### config.mk
export PLATFORM = sky130hd
export DESIGN_NAME = sensor_frame_parser
export DESIGN_NICKNAME = d
export VERILOG_FILES = /design/src/rtl/sfp_pkg.sv /design/src/rtl/sensor_frame_parser.sv
export SDC_FILE = /design/constraint.sdc
export NUM_CORES = 1
export LEC_CHECK = 0
export ABC_AREA = 1
export BUFFER_PORTS_ARGS = -buffer_cell sky130_fd_sc_hd__buf_4
export CAP_MARGIN = 20
export CORE_MARGIN = 2
export CORE_UTILIZATION = 59
export DETAILED_ROUTE_END_ITERATION = 10
export PLACE_DENSITY = 0.76
export SLEW_MARGIN = 20
export SYNTH_ARGS = -nofsm -noshare
export SYNTH_HDL_FRONTEND = slang
export SYNTH_SLANG_ARGS = --single-unit
### constraint.sdc
create_clock -name clk_i -period 3.2 [get_ports clk_i]
set_clock_uncertainty 0.1 [all_clocks]
set_input_delay 0.64 -clock clk_i [delete_from_list [all_inputs] [get_ports clk_i]]
set_output_delay 0.64 -clock clk_i [all_outputs]
set_load 0.1 [all_outputs]
### src/rtl/sfp_pkg.sv
// Package for the sensor frame parser: item structs, parser phase codes,
// replay codes, operation codes, configuration register indexes and reset values.
// No dependencies; imported by sensor_frame_parser and sfp_checker.
`default_nettype none

package sfp_pkg;

  // Configuration register indexes
  localparam int unsigned CFG_IDX_W = 2;
  localparam logic [CFG_IDX_W-1:0] CFG_HEADER_BYTE = 2'd0;
  localparam logic [CFG_IDX_W-1:0] CFG_DEVICE_ID   = 2'd1;
  localparam logic [CFG_IDX_W-1:0] CFG_MAX_PAYLOAD = 2'd2;

  // Register reset values
  localparam logic [7:0] HEADER_BYTE_RST = 8'd239;
  localparam logic [7:0] DEVICE_ID_RST   = 8'd81;
  localparam logic [6:0] MAX_PAYLOAD_RST = 7'd64;

  // Input operation codes
  localparam logic OP_BYTE    = 1'b0;
  localparam logic OP_RESTART = 1'b1;

  // Frame parse phases
  typedef enum logic [2:0] {
    PH_HUNT = 3'd0,
    PH_DEV  = 3'd1,
    PH_SYS  = 3'd2,
    PH_MSG  = 3'd3,
    PH_SEQ  = 3'd4,
    PH_LEN  = 3'd5,
    PH_PAY  = 3'd6,
    PH_CHK  = 3'd7
  } phase_e;

  // Payload replay sequencer
  typedef enum logic [1:0] {
    RP_IDLE = 2'd0,
    RP_READ = 2'd1,
    RP_LOAD = 2'd2
  } replay_e;

  typedef struct packed {
    logic       operation;
    logic [7:0] byte_in;
  } in_item_t;

  typedef struct packed {
    logic [7:0] payload_byte;
    logic [5:0] payload_index;
    logic       payload_valid;
    logic [7:0] system_id;
    logic [7:0] message_id;
    logic [7:0] sequence_res;
    logic [6:0] payload_length;
    logic       last;
  } out_item_t;

endpackage

`default_nettype wire

### src/rtl/sensor_frame_parser.sv
// Flow: after a good checksum byte, each payload result takes one payload store
// read and then an output register load, and the load waits while the output
// is stalled. A frame with no payload gives its single result from the output
// register in the cycle after the checksum byte is taken. Input is stalled while
// the payload replays; the store read and the output register load set that pace.
// Reset: control and configuration registers reset at once; no clearing pass.
// Byte-serial frame parser: header/id/length checks, sum-8 checksum, payload
// store in a synchronous memory and replay of the stored payload. Uses sfp_pkg.
`default_nettype none

module sensor_frame_parser
  import sfp_pkg::*;
#(
  parameter int unsigned MAX_PAYLOAD_BYTES = 64
) (
  input  wire logic                 clk_i,
  input  wire logic                 rst_ni,
  // input channel
  input  wire logic                 in_valid_i,
  output logic                      in_stall_o,
  input  wire in_item_t             in_item_i,
  // output channel
  output logic                      out_valid_o,
  input  wire logic                 out_stall_i,
  output out_item_t                 out_item_o,
  // configuration writes
  input  wire logic                 cfg_we_i,
  input  wire logic [CFG_IDX_W-1:0] cfg_idx_i,
  input  wire logic [7:0]           cfg_data_i
);

  localparam int unsigned AW = (MAX_PAYLOAD_BYTES > 1) ? $clog2(MAX_PAYLOAD_BYTES) : 1;
  localparam logic [8:0]  DEPTH = 9'(MAX_PAYLOAD_BYTES);

  // Configuration registers
  logic [7:0] header_byte_q, device_id_q;
  logic [6:0] max_payload_q;

  always_ff @(posedge clk_i or negedge rst_ni) begin
    if (!rst_ni) begin
      header_byte_q <= HEADER_BYTE_RST;
      device_id_q   <= DEVICE_ID_RST;
      max_payload_q <= MAX_PAYLOAD_RST;
    end else if (cfg_we_i) begin
      unique case (cfg_idx_i)
        CFG_HEADER_BYTE: header_byte_q <= cfg_data_i;
        CFG_DEVICE_ID:   device_id_q   <= cfg_data_i;
        CFG_MAX_PAYLOAD: max_payload_q <= cfg_data_i[6:0];
        default: ;
      endcase
    end
  end

  // Parser state
  phase_e     phase_q, phase_d;
  replay_e    rep_q, rep_d;
  logic [7:0] sum_q, sum_d;
  logic [6:0] count_q, count_d;
  logic [6:0] rd_idx_q, rd_idx_d;
  logic [7:0] sys_q, sys_d, msg_q, msg_d, seq_q, seq_d;
  logic [6:0] len_q, len_d;
  logic       out_valid_q, out_valid_d;
  out_item_t  out_q, out_d;

  // Payload store: one write port, one registered read port
  logic [7:0]    store_mem [MAX_PAYLOAD_BYTES];
  logic          mem_we, mem_re;
  logic [AW-1:0] mem_waddr, mem_raddr;
  logic [7:0]    mem_wdata, mem_rdata_q;

  always_ff @(posedge clk_i) begin
    if (mem_we) begin
      store_mem[mem_waddr] <= mem_wdata;
    end
    if (mem_re) begin
      mem_rdata_q <= store_mem[mem_raddr];
    end
  end

  // Control registers
  always_ff @(posedge clk_i or negedge rst_ni) begin
    if (!rst_ni) begin
      phase_q     <= PH_HUNT;
      rep_q       <= RP_IDLE;
      sum_q       <= '0;
      count_q     <= '0;
      rd_idx_q    <= '0;
      sys_q       <= '0;
      msg_q       <= '0;
      seq_q       <= '0;
      len_q       <= '0;
      out_valid_q <= 1'b0;
    end else begin
      phase_q     <= phase_d;
      rep_q       <= rep_d;
      sum_q       <= sum_d;
      count_q     <= count_d;
      rd_idx_q    <= rd_idx_d;
      sys_q       <= sys_d;
      msg_q       <= msg_d;
      seq_q       <= seq_d;
      len_q       <= len_d;
      out_valid_q <= out_valid_d;
    end
  end

  // Output payload register
  always_ff @(posedge clk_i) begin
    out_q <= out_d;
  end

  // Input stalls during replay (no store overlap) and, in the checksum phase,
  // while the output register still holds a result.
  assign in_stall_o  = (rep_q != RP_IDLE) || ((phase_q == PH_CHK) && out_valid_q);
  assign out_valid_o = out_valid_q;
  assign out_item_o  = out_q;

  logic       in_acc, out_free;
  logic [7:0] b, limit, sum_add;
  logic [6:0] count_inc;

  assign in_acc    = in_valid_i && !in_stall_o;
  assign out_free  = !out_valid_q || !out_stall_i;
  assign b         = in_item_i.byte_in;
  assign sum_add   = sum_q + b;
  assign count_inc = count_q + 7'd1;
  assign limit     = ({2'b00, max_payload_q} < DEPTH) ? {1'b0, max_payload_q} : DEPTH[7:0];

  // Next state: parser phases, replay sequencer, output register
  always_comb begin
    phase_d     = phase_q;
    rep_d       = rep_q;
    sum_d       = sum_q;
    count_d     = count_q;
    rd_idx_d    = rd_idx_q;
    sys_d       = sys_q;
    msg_d       = msg_q;
    seq_d       = seq_q;
    len_d       = len_q;
    out_d       = out_q;
    out_valid_d = out_valid_q && out_stall_i;
    mem_we      = 1'b0;
    mem_waddr   = AW'(count_q);
    mem_wdata   = b;
    mem_re      = 1'b0;
    mem_raddr   = AW'(rd_idx_q);

    if (in_acc) begin
      if (in_item_i.operation == OP_RESTART) begin
        phase_d = PH_HUNT;
        count_d = '0;
        sum_d   = '0;
      end else begin
        unique case (phase_q)
          PH_HUNT: begin
            if (b == header_byte_q) begin
              sum_d   = b;
              phase_d = PH_DEV;
            end
          end
          PH_DEV: begin
            if (b == device_id_q) begin
              sum_d   = sum_add;
              phase_d = PH_SYS;
            end else begin
              phase_d = PH_HUNT;
              count_d = '0;
              sum_d   = '0;
            end
          end
          PH_SYS: begin
            sys_d   = b;
            sum_d   = sum_add;
            phase_d = PH_MSG;
          end
          PH_MSG: begin
            msg_d   = b;
            sum_d   = sum_add;
            phase_d = PH_SEQ;
          end
          PH_SEQ: begin
            seq_d   = b;
            sum_d   = sum_add;
            phase_d = PH_LEN;
          end
          PH_LEN: begin
            if (b > limit) begin
              phase_d = PH_HUNT;
              count_d = '0;
              sum_d   = '0;
            end else begin
              len_d   = b[6:0];
              sum_d   = sum_add;
              count_d = '0;
              phase_d = (b == 8'd0) ? PH_CHK : PH_PAY;
            end
          end
          PH_PAY: begin
            mem_we = ({2'b00, count_q} < DEPTH);
            sum_d  = sum_add;
            if (count_inc >= len_q) begin
              count_d = '0;
              phase_d = PH_CHK;
            end else begin
              count_d = count_inc;
            end
          end
          PH_CHK: begin
            phase_d = PH_HUNT;
            count_d = '0;
            sum_d   = '0;
            if (b == sum_q) begin
              if (len_q == 7'd0) begin
                // empty payload: one marker result
                out_valid_d          = 1'b1;
                out_d.payload_byte   = '0;
                out_d.payload_index  = '0;
                out_d.payload_valid  = 1'b0;
                out_d.system_id      = sys_q;
                out_d.message_id     = msg_q;
                out_d.sequence_res   = seq_q;
                out_d.payload_length = len_q;
                out_d.last           = 1'b1;
              end else begin
                rep_d    = RP_READ;
                rd_idx_d = '0;
              end
            end
          end
          default: ;
        endcase
      end
    end

    // Replay: read one entry, then load it once the output register frees up
    unique case (rep_q)
      RP_IDLE: ;
      RP_READ: begin
        mem_re = 1'b1;
        rep_d  = RP_LOAD;
      end
      RP_LOAD: begin
        if (out_free) begin
          out_valid_d          = 1'b1;
          out_d.payload_byte   = mem_rdata_q;
          out_d.payload_index  = rd_idx_q[5:0];
          out_d.payload_valid  = 1'b1;
          out_d.system_id      = sys_q;
          out_d.message_id     = msg_q;
          out_d.sequence_res   = seq_q;
          out_d.payload_length = len_q;
          out_d.last           = ((rd_idx_q + 7'd1) == len_q);
          if ((rd_idx_q + 7'd1) == len_q) begin
            rep_d = RP_IDLE;
          end else begin
            rd_idx_d = rd_idx_q + 7'd1;
            rep_d    = RP_READ;
          end
        end
      end
      default: rep_d = RP_IDLE;
    endcase
  end

endmodule

`default_nettype wire

==> results.py <==
metrics = {
    "global_routing": {
        "grt_pass1_vias": 19539,
        "antenna_found_initial": 2,
        "grt_pass1_wl_mm": 113.0,
        "grt_max_degree": 150,
        "grtUsageTotal": 0.3121,
        "overflow": 0,
    },
    "detailed_routing": {
        "vias": 20030,
        "wl_mm": 73.51,
        "wl_met1_mm": 29.30,
        "topRoutingLayerUsed": "met5",
        "route.met2.wl_mm": 35.04,
        "wl_met3_mm": 6.336,
        "dr.first_iter.drc_count": 2604,
        "drt-vias-per-instance": 6.066,
        "drc": 0,
        "first_pass_iters": 6,
        "wl_per_cell_um": 22.26,
        "drtAntennaViolNets": 0,
    },
    "final_layout": {
        "utilization": 0.6837,
        "drive_above_1_share": 0.1248,
        "final_common_cell": "nand2_1",
        "final_cell_mix": "nand2_1, edfxtp_1, nor2_1",
        "fin_nets": 2697,
        "nFillCells": 3268,
        "syn2layout_area_growth_pct": 14.11,
    },
    "cts": {
        "cts_resized": 0,
        "numClockSinks": 649,
        "h-tree-depth": 3,
        "numCtsBuffers": 68,
        "cts.path.max_buffers": 3,
        "clk_pin_slew_ps": 60,
        "cts_root_buf": "clkbuf_16",
        "clk_latency_ps": 600,
        "hold_buffers": 1,
        "post_cts.repair.setup_buffers": 0,
        "cts_tree": "yes",
    },
    "floorplan": {
        "initial_utilization": 0.5992,
        "die_h_um": 219.1,
        "core_area_mm2": 0.04558,
        "die_x_um": 219.1,
        "die_area_mm2": 0.04802,
        "io_pins": 73,
        "placementRows": 78,
    },
    "synthesis": {
        "ys_warn_count": 0,
        "synth_top_family_by_area": "simple AND/OR/NAND/NOR gates",
        "async_flop_share": 0.1263,
        "synthAdderAreaFrac": 0.01127,
        "synth-seq-cells": 649,
        "synth_xor_area_frac": 0.007285,
        "ys.flop_type": "edfxtp_1",
        "synth_mux_area_frac": 0,
        "synth_edf_count": 520,
        "synth_nets": 2570,
        "synth-compound-area-share": 0.09622,
        "syn_avg_cell_area_um2": 10.83,
        "netlist_area_mm2": 0.02731,
        "synth.distinct_cells": 45,
        "synthSimpleGateAreaFrac": 0.1669,
        "ys_seq_area_frac": 0.6819,
        "syn-instance-count": 2522,
    },
    "worst_setup_path": {
        "path_class": "reg -> reg",
        "critPathLaunchType": "flip-flop",
        "worstSetupEndpointType": "flip-flop",
        "cp.arrival_ps": 3110,
        "worst_r2r_startpoint": "phase_q[2]$_DFFE_PN0P_",
        "critPathMaxFanout": 16,
        "cpMaxStageDelayCell": "dfrtp_1",
        "rr_endpoint": "store_mem[50][3]$_DFFE_PP_",
        "crit_path_max_incr_delay_ps": 500,
        "rrSetupSlack_ps": 300,
        "reg2regPathDepth": 11,
        "path_cells": "nand2_2 -> nor2_1 -> nand2_2 -> nand3_4 -> nor2_8 -> nand2_4 -> nor4_4 -> nand3_1 -> buf_4 -> nor2_1 -> buf_4",
        "worstPathRequired_ps": 3410,
    },
    "sta": {
        "min_period_over_period": 0.9048,
        "drv_slew": 0,
        "setup_slack_ps": 304.7,
        "slew_headroom": 0.3912,
        "hold_violations": 0,
        "period_minus_slack_ps": 2895,
        "fmax_ghz": 0.3454,
        "rsz0062_at_grt": "no",
        "setup_viol": 0,
        "tightest_slew_ps": 913.3,
        "tns_ps": 0,
    },
    "pwr": {
        "power.leakage_nw": 11.96,
        "peakVddDrop_mv": 0.4400,
        "p_per_area_mw_per_mm2": 590.8,
    },
    "run_status": {
        "status": "completed",
    },
    "hold_path": {
        "min_to": "header_byte_q[7]$_DFFE_PN1P_",
        "min_path_cells": 3,
        "hp-start": "cfg_data_i[7]",
        "min-delay-path-class": "in -> reg",
    },
    "placement": {
        "hpwl_mm": 45.88,
        "portBuffers": 72,
        "dp_slack_ps": 213.4,
        "place.gp.congestion": 0.8857,
    },
    "job": {
        "drv_cap": 0,
    },
}
[critical path, delay by kind of cell (launching register included)]
| family | cells | cell delay, ps |
|---|---|---|
| buf+inv | 2 | 490 |
| flops | 1 | 500 |
| simple gates | 9 | 1480 |
[kinds of logic after synthesis]
family | count (synthesis)
flops | 649
compound gates | 487
xor+xnor | 21
simple gates | 1109
fa+ha+maj | 24
buf+inv | 232
[layer usage]
metal,vias up,global-route usage
met4,2,0.1311
met3,188,0.05835
met2,1014,0.5030
li1,9089,-
met5,-,0
met1,9737,0.4202
[report_power, final]
group          internal [W]  switching [W]  leakage, nW
clock network       0.00442        0.00326         1.06
registers           0.00928       0.000116         6.10
logic              0.000395       0.000943         4.80
[flip-flops by register name, summed over array words and instances (netlist names)]
name           cells
len_q              7
seq_q              8
out_valid_o        1
sys_q              8
msg_q              8
rep_q              2
out_item_o        47
mem_rdata_q        8
device_id_q        8
header_byte_q      8
sum_q              8
max_payload_q      7
rd_idx_q           7
store_mem        512
phase_q            3
count_q            7
[worst max path at each step]
stage	endpoint	startpoint
final	store_mem[50][3]$_DFFE_PP_	phase_q[2]$_DFFE_PN0P_
after CTS	store_mem[50][6]$_DFFE_PP_	phase_q[2]$_DFFE_PN0P_
after detailed placement	out_item_o[14]$_DFF_P_	in_item_i[2]
after global routing	store_mem[18][7]$_DFFE_PP_	phase_q[2]$_DFFE_PN0P_
after global placement	out_item_o[14]$_DFF_P_	in_item_i[3]
after floorplan	store_mem[0][0]$_DFFE_PP_	out_valid_o$_DFF_PN0_
[per-stage QoR]
step	cell area, um2	cells	hold WS [ps]	total power (W)
6_report	31160	3302	214.5	0.01841
5_1_grt	31160	3301	250.0	0.01895
3_3_place_gp	29000	3178	334.7	0.01083
2_1_floorplan	27310	2522	244.4	0.01035
4_1_cts	31160	3301	201.8	0.01845
3_5_place_dp	29000	3178	338.8	0.01088
[Yosys cell counts, drive strengths merged (4+ instances only)]
cell    number  area (um2)
nand3      148       763.2
nor2       352        1343
dfrtp       71        1777
inv         87       326.6
nand4       29       187.7
clkbuf      76       287.8
o22ai      128       800.8
ha          23       287.8
dfstp       11       289.0
xor2        17       148.9
nand2      563        2131
nor4         4       55.05
nor3         9       50.05
edfxtp     520       15610
dfxtp       47       940.9
buf         66       369.1
o21ai      333        1667
a21oi       19       95.09
[final cells by class]
type / count / area (um2) / share of cell area
sequential: 649 / 18630 / 0.5979
clock buffer: 87 / 1846 / 0.05923
antenna: 1 / 2.502 / 0.00008031
clock inverter: 35 / 301.5 / 0.009677
tap: 600 / 750.7 / 0.02409
inverter: 90 / 342.8 / 0.01100
multi-input combinational: 1641 / 7691 / 0.2468
timing repair buffer: 199 / 1597 / 0.05123
Power figures use the tool's default switching activity.
